==> src/design/rgcq_pkg.sv <==
// shared constants and codes for the reader gated callback queue
`default_nettype none

package rgcq_pkg;

  localparam int QUEUE_DEPTH_DEF       = 32;
  localparam int READER_COUNT_BITS_DEF = 16;

  localparam int CMD_W    = 3;
  localparam int HANDLE_W = 64;
  localparam int ARG_W    = 64;
  localparam int BUDGET_W = 8;
  localparam int STATUS_W = 2;
  localparam int CNT_W    = 6;
  localparam int ENTRY_W  = HANDLE_W + ARG_W;

  localparam logic [CMD_W-1:0] CMD_READ_ENTER = 3'd0;
  localparam logic [CMD_W-1:0] CMD_READ_EXIT  = 3'd1;
  localparam logic [CMD_W-1:0] CMD_ENQUEUE    = 3'd2;
  localparam logic [CMD_W-1:0] CMD_POLL       = 3'd3;
  localparam logic [CMD_W-1:0] CMD_SYNC       = 3'd4;

  localparam logic [STATUS_W-1:0] ST_OK      = 2'd0;
  localparam logic [STATUS_W-1:0] ST_INVALID = 2'd1;
  localparam logic [STATUS_W-1:0] ST_FULL    = 2'd2;
  localparam logic [STATUS_W-1:0] ST_BUSY    = 2'd3;

endpackage

`default_nettype wire

==> src/design/rgcq_ram.sv <==
// generic single write port ram with registered read
`default_nettype none

module rgcq_ram #(
  parameter int WIDTH = 8,
  parameter int DEPTH = 32,
  localparam int AW = (DEPTH > 1) ? $clog2(DEPTH) : 1
) (
  input  wire logic             clk,
  input  wire logic             we,
  input  wire logic [AW-1:0]    waddr,
  input  wire logic [WIDTH-1:0] wdata,
  input  wire logic             re,
  input  wire logic [AW-1:0]    raddr,
  output logic      [WIDTH-1:0] rdata
);

  logic [WIDTH-1:0] mem [DEPTH];

  always_ff @(posedge clk) begin
    if (we) begin
      mem[waddr] <= wdata;
    end
    if (re) begin
      rdata <= mem[raddr];
    end
  end

endmodule

`default_nettype wire

==> src/design/rgcq_ctrl.sv <==
// command sequencer: reader count, ring pointers, drain loop and result register
`default_nettype none

module rgcq_ctrl #(
  parameter int QUEUE_DEPTH       = rgcq_pkg::QUEUE_DEPTH_DEF,
  parameter int READER_COUNT_BITS = rgcq_pkg::READER_COUNT_BITS_DEF,
  localparam int PTR_W  = (QUEUE_DEPTH > 1) ? $clog2(QUEUE_DEPTH) : 1,
  localparam int FILL_W = $clog2(QUEUE_DEPTH + 1)
) (
  input  wire logic                              clk,
  input  wire logic                              rst_n,
  input  wire logic                              in_valid,
  output logic                                   in_ready,
  input  wire logic [rgcq_pkg::CMD_W-1:0]        in_cmd,
  input  wire logic [rgcq_pkg::HANDLE_W-1:0]     in_handler_handle,
  input  wire logic [rgcq_pkg::ARG_W-1:0]        in_handler_argument,
  input  wire logic [rgcq_pkg::BUDGET_W-1:0]     in_drain_budget,
  output logic                                   out_valid,
  input  wire logic                              out_ready,
  output logic                                   out_entry_valid,
  output logic      [rgcq_pkg::HANDLE_W-1:0]     out_handle,
  output logic      [rgcq_pkg::ARG_W-1:0]        out_argument,
  output logic      [rgcq_pkg::STATUS_W-1:0]     out_status,
  output logic      [rgcq_pkg::CNT_W-1:0]        out_drained_count,
  output logic                                   out_readers_held,
  output logic                                   out_last,
  output logic                                   mem_we,
  output logic      [PTR_W-1:0]                  mem_waddr,
  output logic      [rgcq_pkg::ENTRY_W-1:0]      mem_wdata,
  output logic                                   mem_re,
  output logic      [PTR_W-1:0]                  mem_raddr,
  input  wire logic [rgcq_pkg::ENTRY_W-1:0]      mem_rdata
);

  typedef enum logic [3:0] {
    S_IDLE = 4'b0001,
    S_RD   = 4'b0010,
    S_CAP  = 4'b0100,
    S_SUM  = 4'b1000
  } state_t;

  state_t                          state_r, state_nxt;
  logic [READER_COUNT_BITS-1:0]    readers_r, readers_nxt;
  logic [PTR_W-1:0]                rd_ptr_r, rd_ptr_nxt;
  logic [PTR_W-1:0]                wr_ptr_r, wr_ptr_nxt;
  logic [FILL_W-1:0]               fill_r, fill_nxt;
  logic [rgcq_pkg::CNT_W-1:0]      limit_r, limit_nxt;
  logic [rgcq_pkg::CNT_W-1:0]      cnt_r, cnt_nxt;

  logic                            out_valid_r, out_valid_nxt;
  logic                            out_entry_r, out_entry_nxt;
  logic [rgcq_pkg::HANDLE_W-1:0]   out_handle_r, out_handle_nxt;
  logic [rgcq_pkg::ARG_W-1:0]      out_arg_r, out_arg_nxt;
  logic [rgcq_pkg::STATUS_W-1:0]   out_status_r, out_status_nxt;
  logic [rgcq_pkg::CNT_W-1:0]      out_cnt_r, out_cnt_nxt;
  logic                            out_held_r, out_held_nxt;
  logic                            out_last_r, out_last_nxt;

  logic                            out_free;

  function automatic logic [PTR_W-1:0] ptr_inc(input logic [PTR_W-1:0] p);
    ptr_inc = (p == PTR_W'(QUEUE_DEPTH - 1)) ? '0 : PTR_W'(p + 1'b1);
  endfunction

  assign out_free = !out_valid_r || out_ready;
  assign in_ready = (state_r == S_IDLE) && out_free;

  always_comb begin
    logic                          sum_go;
    logic [rgcq_pkg::STATUS_W-1:0] st;
    state_nxt      = state_r;
    readers_nxt    = readers_r;
    rd_ptr_nxt     = rd_ptr_r;
    wr_ptr_nxt     = wr_ptr_r;
    fill_nxt       = fill_r;
    limit_nxt      = limit_r;
    cnt_nxt        = cnt_r;
    out_valid_nxt  = out_valid_r && !out_ready;
    out_entry_nxt  = out_entry_r;
    out_handle_nxt = out_handle_r;
    out_arg_nxt    = out_arg_r;
    out_status_nxt = out_status_r;
    out_cnt_nxt    = out_cnt_r;
    out_held_nxt   = out_held_r;
    out_last_nxt   = out_last_r;
    mem_we         = 1'b0;
    mem_re         = 1'b0;
    sum_go         = 1'b0;
    st             = rgcq_pkg::ST_OK;

    case (state_r)
      S_IDLE: begin
        if (in_valid && in_ready) begin
          sum_go  = 1'b1;
          cnt_nxt = '0;
          case (in_cmd)
            rgcq_pkg::CMD_READ_ENTER: begin
              if (readers_r != '1) begin
                readers_nxt = readers_r + 1'b1;
              end
            end
            rgcq_pkg::CMD_READ_EXIT: begin
              if (readers_r != '0) begin
                readers_nxt = readers_r - 1'b1;
              end
            end
            rgcq_pkg::CMD_ENQUEUE: begin
              if (in_handler_handle == '0) begin
                st = rgcq_pkg::ST_INVALID;
              end else if (fill_r == FILL_W'(QUEUE_DEPTH)) begin
                st = rgcq_pkg::ST_FULL;
              end else begin
                mem_we     = 1'b1;
                wr_ptr_nxt = ptr_inc(wr_ptr_r);
                fill_nxt   = fill_r + 1'b1;
              end
            end
            rgcq_pkg::CMD_POLL: begin
              if (in_drain_budget != '0 && readers_r == '0 && fill_r != '0) begin
                limit_nxt = (in_drain_budget > rgcq_pkg::BUDGET_W'(QUEUE_DEPTH)) ?
                            rgcq_pkg::CNT_W'(QUEUE_DEPTH) :
                            in_drain_budget[rgcq_pkg::CNT_W-1:0];
                state_nxt = S_RD;
                sum_go    = 1'b0;
              end
            end
            rgcq_pkg::CMD_SYNC: begin
              if (readers_r != '0) begin
                st = rgcq_pkg::ST_BUSY;
              end else if (fill_r != '0) begin
                limit_nxt = rgcq_pkg::CNT_W'(QUEUE_DEPTH);
                state_nxt = S_RD;
                sum_go    = 1'b0;
              end
            end
            default: begin
            end
          endcase
          if (sum_go) begin
            out_valid_nxt  = 1'b1;
            out_entry_nxt  = 1'b0;
            out_handle_nxt = '0;
            out_arg_nxt    = '0;
            out_status_nxt = st;
            out_cnt_nxt    = '0;
            out_held_nxt   = (readers_nxt != '0);
            out_last_nxt   = 1'b1;
          end
        end
      end
      S_RD: begin
        mem_re    = 1'b1;
        state_nxt = S_CAP;
      end
      S_CAP: begin
        if (out_free) begin
          out_valid_nxt  = 1'b1;
          out_entry_nxt  = 1'b1;
          out_handle_nxt = mem_rdata[rgcq_pkg::ENTRY_W-1:rgcq_pkg::ARG_W];
          out_arg_nxt    = mem_rdata[rgcq_pkg::ARG_W-1:0];
          out_status_nxt = rgcq_pkg::ST_OK;
          out_cnt_nxt    = '0;
          out_held_nxt   = (readers_r != '0);
          out_last_nxt   = 1'b0;
          rd_ptr_nxt     = ptr_inc(rd_ptr_r);
          fill_nxt       = fill_r - 1'b1;
          cnt_nxt        = rgcq_pkg::CNT_W'(cnt_r + 1'b1);
          if ((rgcq_pkg::CNT_W'(cnt_r + 1'b1) == limit_r) || (fill_r == FILL_W'(1))) begin
            state_nxt = S_SUM;
          end else begin
            state_nxt = S_RD;
          end
        end
      end
      S_SUM: begin
        if (out_free) begin
          out_valid_nxt  = 1'b1;
          out_entry_nxt  = 1'b0;
          out_handle_nxt = '0;
          out_arg_nxt    = '0;
          out_status_nxt = rgcq_pkg::ST_OK;
          out_cnt_nxt    = cnt_r;
          out_held_nxt   = (readers_r != '0);
          out_last_nxt   = 1'b1;
          state_nxt      = S_IDLE;
        end
      end
      default: begin
        state_nxt = S_IDLE;
      end
    endcase
  end

  assign mem_waddr = wr_ptr_r;
  assign mem_wdata = {in_handler_handle, in_handler_argument};
  assign mem_raddr = rd_ptr_r;

  always_ff @(posedge clk) begin
    if (!rst_n) begin
      state_r     <= S_IDLE;
      readers_r   <= '0;
      rd_ptr_r    <= '0;
      wr_ptr_r    <= '0;
      fill_r      <= '0;
      limit_r     <= '0;
      cnt_r       <= '0;
      out_valid_r <= 1'b0;
    end else begin
      state_r     <= state_nxt;
      readers_r   <= readers_nxt;
      rd_ptr_r    <= rd_ptr_nxt;
      wr_ptr_r    <= wr_ptr_nxt;
      fill_r      <= fill_nxt;
      limit_r     <= limit_nxt;
      cnt_r       <= cnt_nxt;
      out_valid_r <= out_valid_nxt;
    end
  end

  always_ff @(posedge clk) begin
    out_entry_r  <= out_entry_nxt;
    out_handle_r <= out_handle_nxt;
    out_arg_r    <= out_arg_nxt;
    out_status_r <= out_status_nxt;
    out_cnt_r    <= out_cnt_nxt;
    out_held_r   <= out_held_nxt;
    out_last_r   <= out_last_nxt;
  end

  assign out_valid         = out_valid_r;
  assign out_entry_valid   = out_entry_r;
  assign out_handle        = out_handle_r;
  assign out_argument      = out_arg_r;
  assign out_status        = out_status_r;
  assign out_drained_count = out_cnt_r;
  assign out_readers_held  = out_held_r;
  assign out_last          = out_last_r;

endmodule

`default_nettype wire

==> src/design/reader_gated_callback_queue.sv <==
// top level of the reader gated callback queue: sequencer plus entry ram
//
//  channel | ports                                          | beat
//  --------+------------------------------------------------+-------------------------------
//  in      | in_valid/in_ready, in_cmd, in_handler_*, budget | one command
//  out     | out_valid/out_ready, out_* result fields        | drained entry or summary
//
// reader and enqueue commands give one summary beat
// a drain reads each entry from the ram, then captures it into the result
// register, and ends with the summary beat
// a new command is taken once the drain loop is done and the result register
// is free or being emptied in that cycle
// out_ready low holds the result register and stops the drain loop
// synchronous reset clears reader count, pointers and fill level; ram is not cleared
`default_nettype none

module reader_gated_callback_queue #(
  parameter int QUEUE_DEPTH       = rgcq_pkg::QUEUE_DEPTH_DEF,
  parameter int READER_COUNT_BITS = rgcq_pkg::READER_COUNT_BITS_DEF
) (
  input  wire logic                          clk,
  input  wire logic                          rst_n,
  input  wire logic                          in_valid,
  output logic                               in_ready,
  input  wire logic [rgcq_pkg::CMD_W-1:0]    in_cmd,
  input  wire logic [rgcq_pkg::HANDLE_W-1:0] in_handler_handle,
  input  wire logic [rgcq_pkg::ARG_W-1:0]    in_handler_argument,
  input  wire logic [rgcq_pkg::BUDGET_W-1:0] in_drain_budget,
  output logic                               out_valid,
  input  wire logic                          out_ready,
  output logic                               out_entry_valid,
  output logic      [rgcq_pkg::HANDLE_W-1:0] out_handle,
  output logic      [rgcq_pkg::ARG_W-1:0]    out_argument,
  output logic      [rgcq_pkg::STATUS_W-1:0] out_status,
  output logic      [rgcq_pkg::CNT_W-1:0]    out_drained_count,
  output logic                               out_readers_held,
  output logic                               out_last
);

  localparam int PTR_W = (QUEUE_DEPTH > 1) ? $clog2(QUEUE_DEPTH) : 1;

  logic                          mem_we;
  logic [PTR_W-1:0]              mem_waddr;
  logic [rgcq_pkg::ENTRY_W-1:0]  mem_wdata;
  logic                          mem_re;
  logic [PTR_W-1:0]              mem_raddr;
  logic [rgcq_pkg::ENTRY_W-1:0]  mem_rdata;

  rgcq_ctrl #(
    .QUEUE_DEPTH       (QUEUE_DEPTH),
    .READER_COUNT_BITS (READER_COUNT_BITS)
  ) u_ctrl (
    .clk                 (clk),
    .rst_n               (rst_n),
    .in_valid            (in_valid),
    .in_ready            (in_ready),
    .in_cmd              (in_cmd),
    .in_handler_handle   (in_handler_handle),
    .in_handler_argument (in_handler_argument),
    .in_drain_budget     (in_drain_budget),
    .out_valid           (out_valid),
    .out_ready           (out_ready),
    .out_entry_valid     (out_entry_valid),
    .out_handle          (out_handle),
    .out_argument        (out_argument),
    .out_status          (out_status),
    .out_drained_count   (out_drained_count),
    .out_readers_held    (out_readers_held),
    .out_last            (out_last),
    .mem_we              (mem_we),
    .mem_waddr           (mem_waddr),
    .mem_wdata           (mem_wdata),
    .mem_re              (mem_re),
    .mem_raddr           (mem_raddr),
    .mem_rdata           (mem_rdata)
  );

  rgcq_ram #(
    .WIDTH (rgcq_pkg::ENTRY_W),
    .DEPTH (QUEUE_DEPTH)
  ) u_entry_ram (
    .clk   (clk),
    .we    (mem_we),
    .waddr (mem_waddr),
    .wdata (mem_wdata),
    .re    (mem_re),
    .raddr (mem_raddr),
    .rdata (mem_rdata)
  );

endmodule

`default_nettype wire

==> config.mk <==
export PLATFORM = sky130hd
export DESIGN_NAME = reader_gated_callback_queue
export DESIGN_NICKNAME = d
export VERILOG_FILES = /design/src/design/rgcq_pkg.sv /design/src/design/rgcq_ram.sv /design/src/design/rgcq_ctrl.sv /design/src/design/reader_gated_callback_queue.sv
export SDC_FILE = /design/constraint.sdc
export NUM_CORES = 2
export LEC_CHECK = 0
export CAP_MARGIN = 20
export CORE_MARGIN = 3
export CORE_UTILIZATION = 62
export CTS_CLUSTER_DIAMETER = 60
export DETAILED_ROUTE_END_ITERATION = 10
export DONT_BUFFER_PORTS = 1
export GPL_TIMING_DRIVEN = 1
export PLACE_DENSITY_LB_ADDON = 0.25
export SETUP_SLACK_MARGIN = 0.02
export SYNTH_ARGS = -nofsm -noshare
export SYNTH_HDL_FRONTEND = slang
export SYNTH_HIERARCHICAL = 1
export SYNTH_SLANG_ARGS = --single-unit
==> constraint.sdc <==
create_clock -name clk -period 24.1 [get_ports clk]
set_input_delay 4.82 -clock clk [delete_from_list [all_inputs] [get_ports clk]]
set_output_delay 4.82 -clock clk [all_outputs]
set_load 0.02 [all_outputs]
==> metrics <==
status=complete, no violations; Hold Path Depth=2; #FFs+latches synth=4412; P_int=12.2 mW; Net Sw Frac=0.194; synthesized cell area=0.166 mm2; NetSw=2.93 mW; dominant cells by area after synthesis=edfxtp_1 (79%), mux4_2 (13%), o22ai_1 (1.7%); DRT antenna net count=0; top cell type's share of synthesized area=0.789; initial antenna violation count=19; post-synthesis async set-or-reset flop share=0; leakage=54.9 nW; Post-Synthesis Cells=7322; Period minus WS final=10.08 ns; CP Max Fanout=5; total track usage=0.304; postcts setup bufs=0; Die ar.=0.274 mm2; First-pass DRT Iterations=6; Worst VDD drop=0.0000716 V; layout net count=7563; worst r2r dst=u_entry_ram/rdata[30]; CP max stage cell=and2_4; # H-tree levels=5; power share of the clock group=0.436; Max-Cap Viols=0; reg2reg start=u_ctrl/mem_raddr[0]; hold wc startpoint=u_ctrl/limit_r[5]; worst setup margin=14.02 ns; cts bufs inserted=424; routed wire length=414000 um; Post-synth EDFFs=4363; GP Congestion=0.839; Hold WS=0.484 ns; clock-pin slew on the worst setup and hold paths=0.06 ns; clock sinks=4412; pwr dens=82.6 mW/mm2; Final Hold Vio Count=0; Final Cycle Share=0.418; Die W=524 um; CP startpoint kind=primary input; Max Slew Vio Count=0; max incr delay on CP=0.23 ns; worst skew pair latency=0.99 ns; Worst Hold Path EP=u_ctrl/limit_r[5]; cell taking the most area after synthesis=edfxtp_1; unrepaired setup endpoints after global routing=no; cells along the critical path=nand2b_1, and2_4; Seq/Total Area, Yosys=0.795; Setup WS pre-CTS=13.82 ns; CTS tree=yes; Final Setup Violations=0; Post-synth top flop=edfxtp_1; hpwl dp=211000 um; die height=524 um; Slew headroom=0.206; first-pass GRT wire length=594000 um; Min-Delay Path Class=register to register; worst endpoint required time=19.28 ns; Area Growth Syn to Fin=10.3%; clock skew=0.0757 ns; Reg2Reg Depth=8; synth warn=6; # hold bufs at CTS=0; Post-CTS Resized=0; Mapped Avg Cell Area=22.7 um2; drt first-iter violations=11600; Core Area=0.266 mm2; CP Data Arrival Time=5.26 ns; vias in the first global route=81200; vias per inst=7.12; PortBufs=0; sum of buffers and inverters on the critical path=0; residual DRC count=0; Distinct cells, synth=71; Slew @ Worst Pin=1.18 ns; combinational power share=0.004; post-route setup TNS=0 ns; Worst path top cell family by delay=simple AND/OR/NAND/NOR gates; top-level port count=284; gr ovfl total=0; CTS Buffer Depth=4; routed via count=80600; kind of critical path=primary input to output port; r2r setup slk=17.48 ns; # rows=189; Highest Clock Rate=0.0992 GHz; Initial Utilization=0.625; pin count of the biggest net entering global routing=129; syn_nets=7476; WL per Instance=36.6 um; Seq pwr share=0.561; share of cells above drive strength 1=0.232; root buffer cell=clkbuf_16; critical path capture point type=output port
## final cells by class
class                   instances  area (um2)
inverters                      14        62.6
clock buffers                 510       11000
fillers                     15400       82600
well taps                    3533        4420
clock inverters               273        2790
multi-input cells            2378       31300
flip-flops and latches       4412      132000
diodes                         13        32.5
repair buffers                179        1540
## cell usage in the layout, fill, tap and decap left out, drive strengths merged, types with 6 or more instances in the layout
cell type     n
clkinvlp     15
o22ai       449
bufinv       43
inv          21
diode        13
nand3b        8
or3          12
a22oi       105
nand3        67
ha           11
mux4        956
clkbuf      511
nor4        138
edfxtp     4363
a31oi         6
clkinv      208
xnor2        19
o21ai        11
nor2b         6
xor2         11
or3b          6
dfxtp        49
and2        141
and3          6
nor3b         6
nand4        27
mux2i       142
nor2         95
nand2        49
buf         178
a21oi        39
or4           7
nor3         10
## power groups by stage
stage	registers, mW	logic (mW)	clock network (mW)
6_report	8.48	0.0583	6.59
5_1_grt	8.48	0.0622	6.96
4_1_cts	8.48	0.0575	6.66
3_5_place_dp	8.65	0.0567	0
3_3_place_gp	8.65	0.0552	0
2_1_floorplan	8.64	0.104	0
## tightest hold or removal path: cells and delay by family, from the launching register on
family / cells / cell delay [ns]
AND/OR/NAND/NOR: 1 / 0.06
AO/OA/AOI/OAI: 1 / 0.05
flip-flops: 1 / 0.33
## per-layer routing
metal  share of wire  vias to the layer above  track usage
met5         0.00014                        -            0
met4           0.034                        8       0.0929
met3            0.12                      851       0.0719
met2            0.48                     5772        0.477
met1            0.36                    42700        0.436
li1                -                    31300            -
## how the worst max path moves through the flow
stage	start	end	slack (ns)	cells past startpoint
3_5_place_dp	in_handler_handle[3]	u_entry_ram/mem[30][0]	13.82	9
3_3_place_gp	in_handler_handle[3]	u_entry_ram/mem[15][28]	13.84	9
2_1_floorplan	u_ctrl/state_r[1]	u_ctrl/state_r[0]	9.41	3
4_1_cts	out_ready	in_ready	14.04	2
5_1_grt	out_ready	in_ready	14.01	2
6_report	out_ready	in_ready	14.02	2
## cell families after synthesis
family	synth area share
fa+ha+maj	0.000829
xor+xnor	0.00185
mux	0.138
flops	0.795
compound gates	0.0248
buf+inv	0.0188
simple gates	0.0207
## sequential cells by signal (all words and copies together), names as in the netlist
name,cells
u_ctrl/cnt_r,6
u_ctrl/fill_r,6
u_ctrl/limit_r,6
u_ctrl/mem_raddr,5
u_ctrl/mem_waddr,5
u_ctrl/out_argument,64
u_ctrl/out_drained_count,6
u_ctrl/out_entry_valid,1
u_ctrl/out_handle,64
u_ctrl/out_last,1
u_ctrl/out_readers_held,1
u_ctrl/out_status,2
u_ctrl/out_valid,1
u_ctrl/readers_r,16
u_ctrl/state_r,4
u_entry_ram/mem,4096
u_entry_ram/rdata,128
## cells in the mapped netlist (39+ instances only)
cell      number
edfxtp_1    4363
mux4_2       956
o22ai_1      449
buf_4        187
clkbuf_1     144
mux2i_1      142
and2_1       140
buf_2        136
nor4_1       134
a22oi_1      105
nor2_1        94
nand3_1       67
dfxtp_1       49
nand2_1       48
a21oi_1       39
## per-stage QoR
stage           util  instance area (um2)  power (mW)  cells
3_3_place_gp   0.637               169000        8.70  10500
2_1_floorplan      -               166000        8.75   7322
5_1_grt        0.689               183000        15.5  11300
3_5_place_dp   0.637               169000        8.70  10500
6_report       0.689               183000        15.1  11300
4_1_cts        0.689               183000        15.2  11300
(Power assumes the default switching activity.)
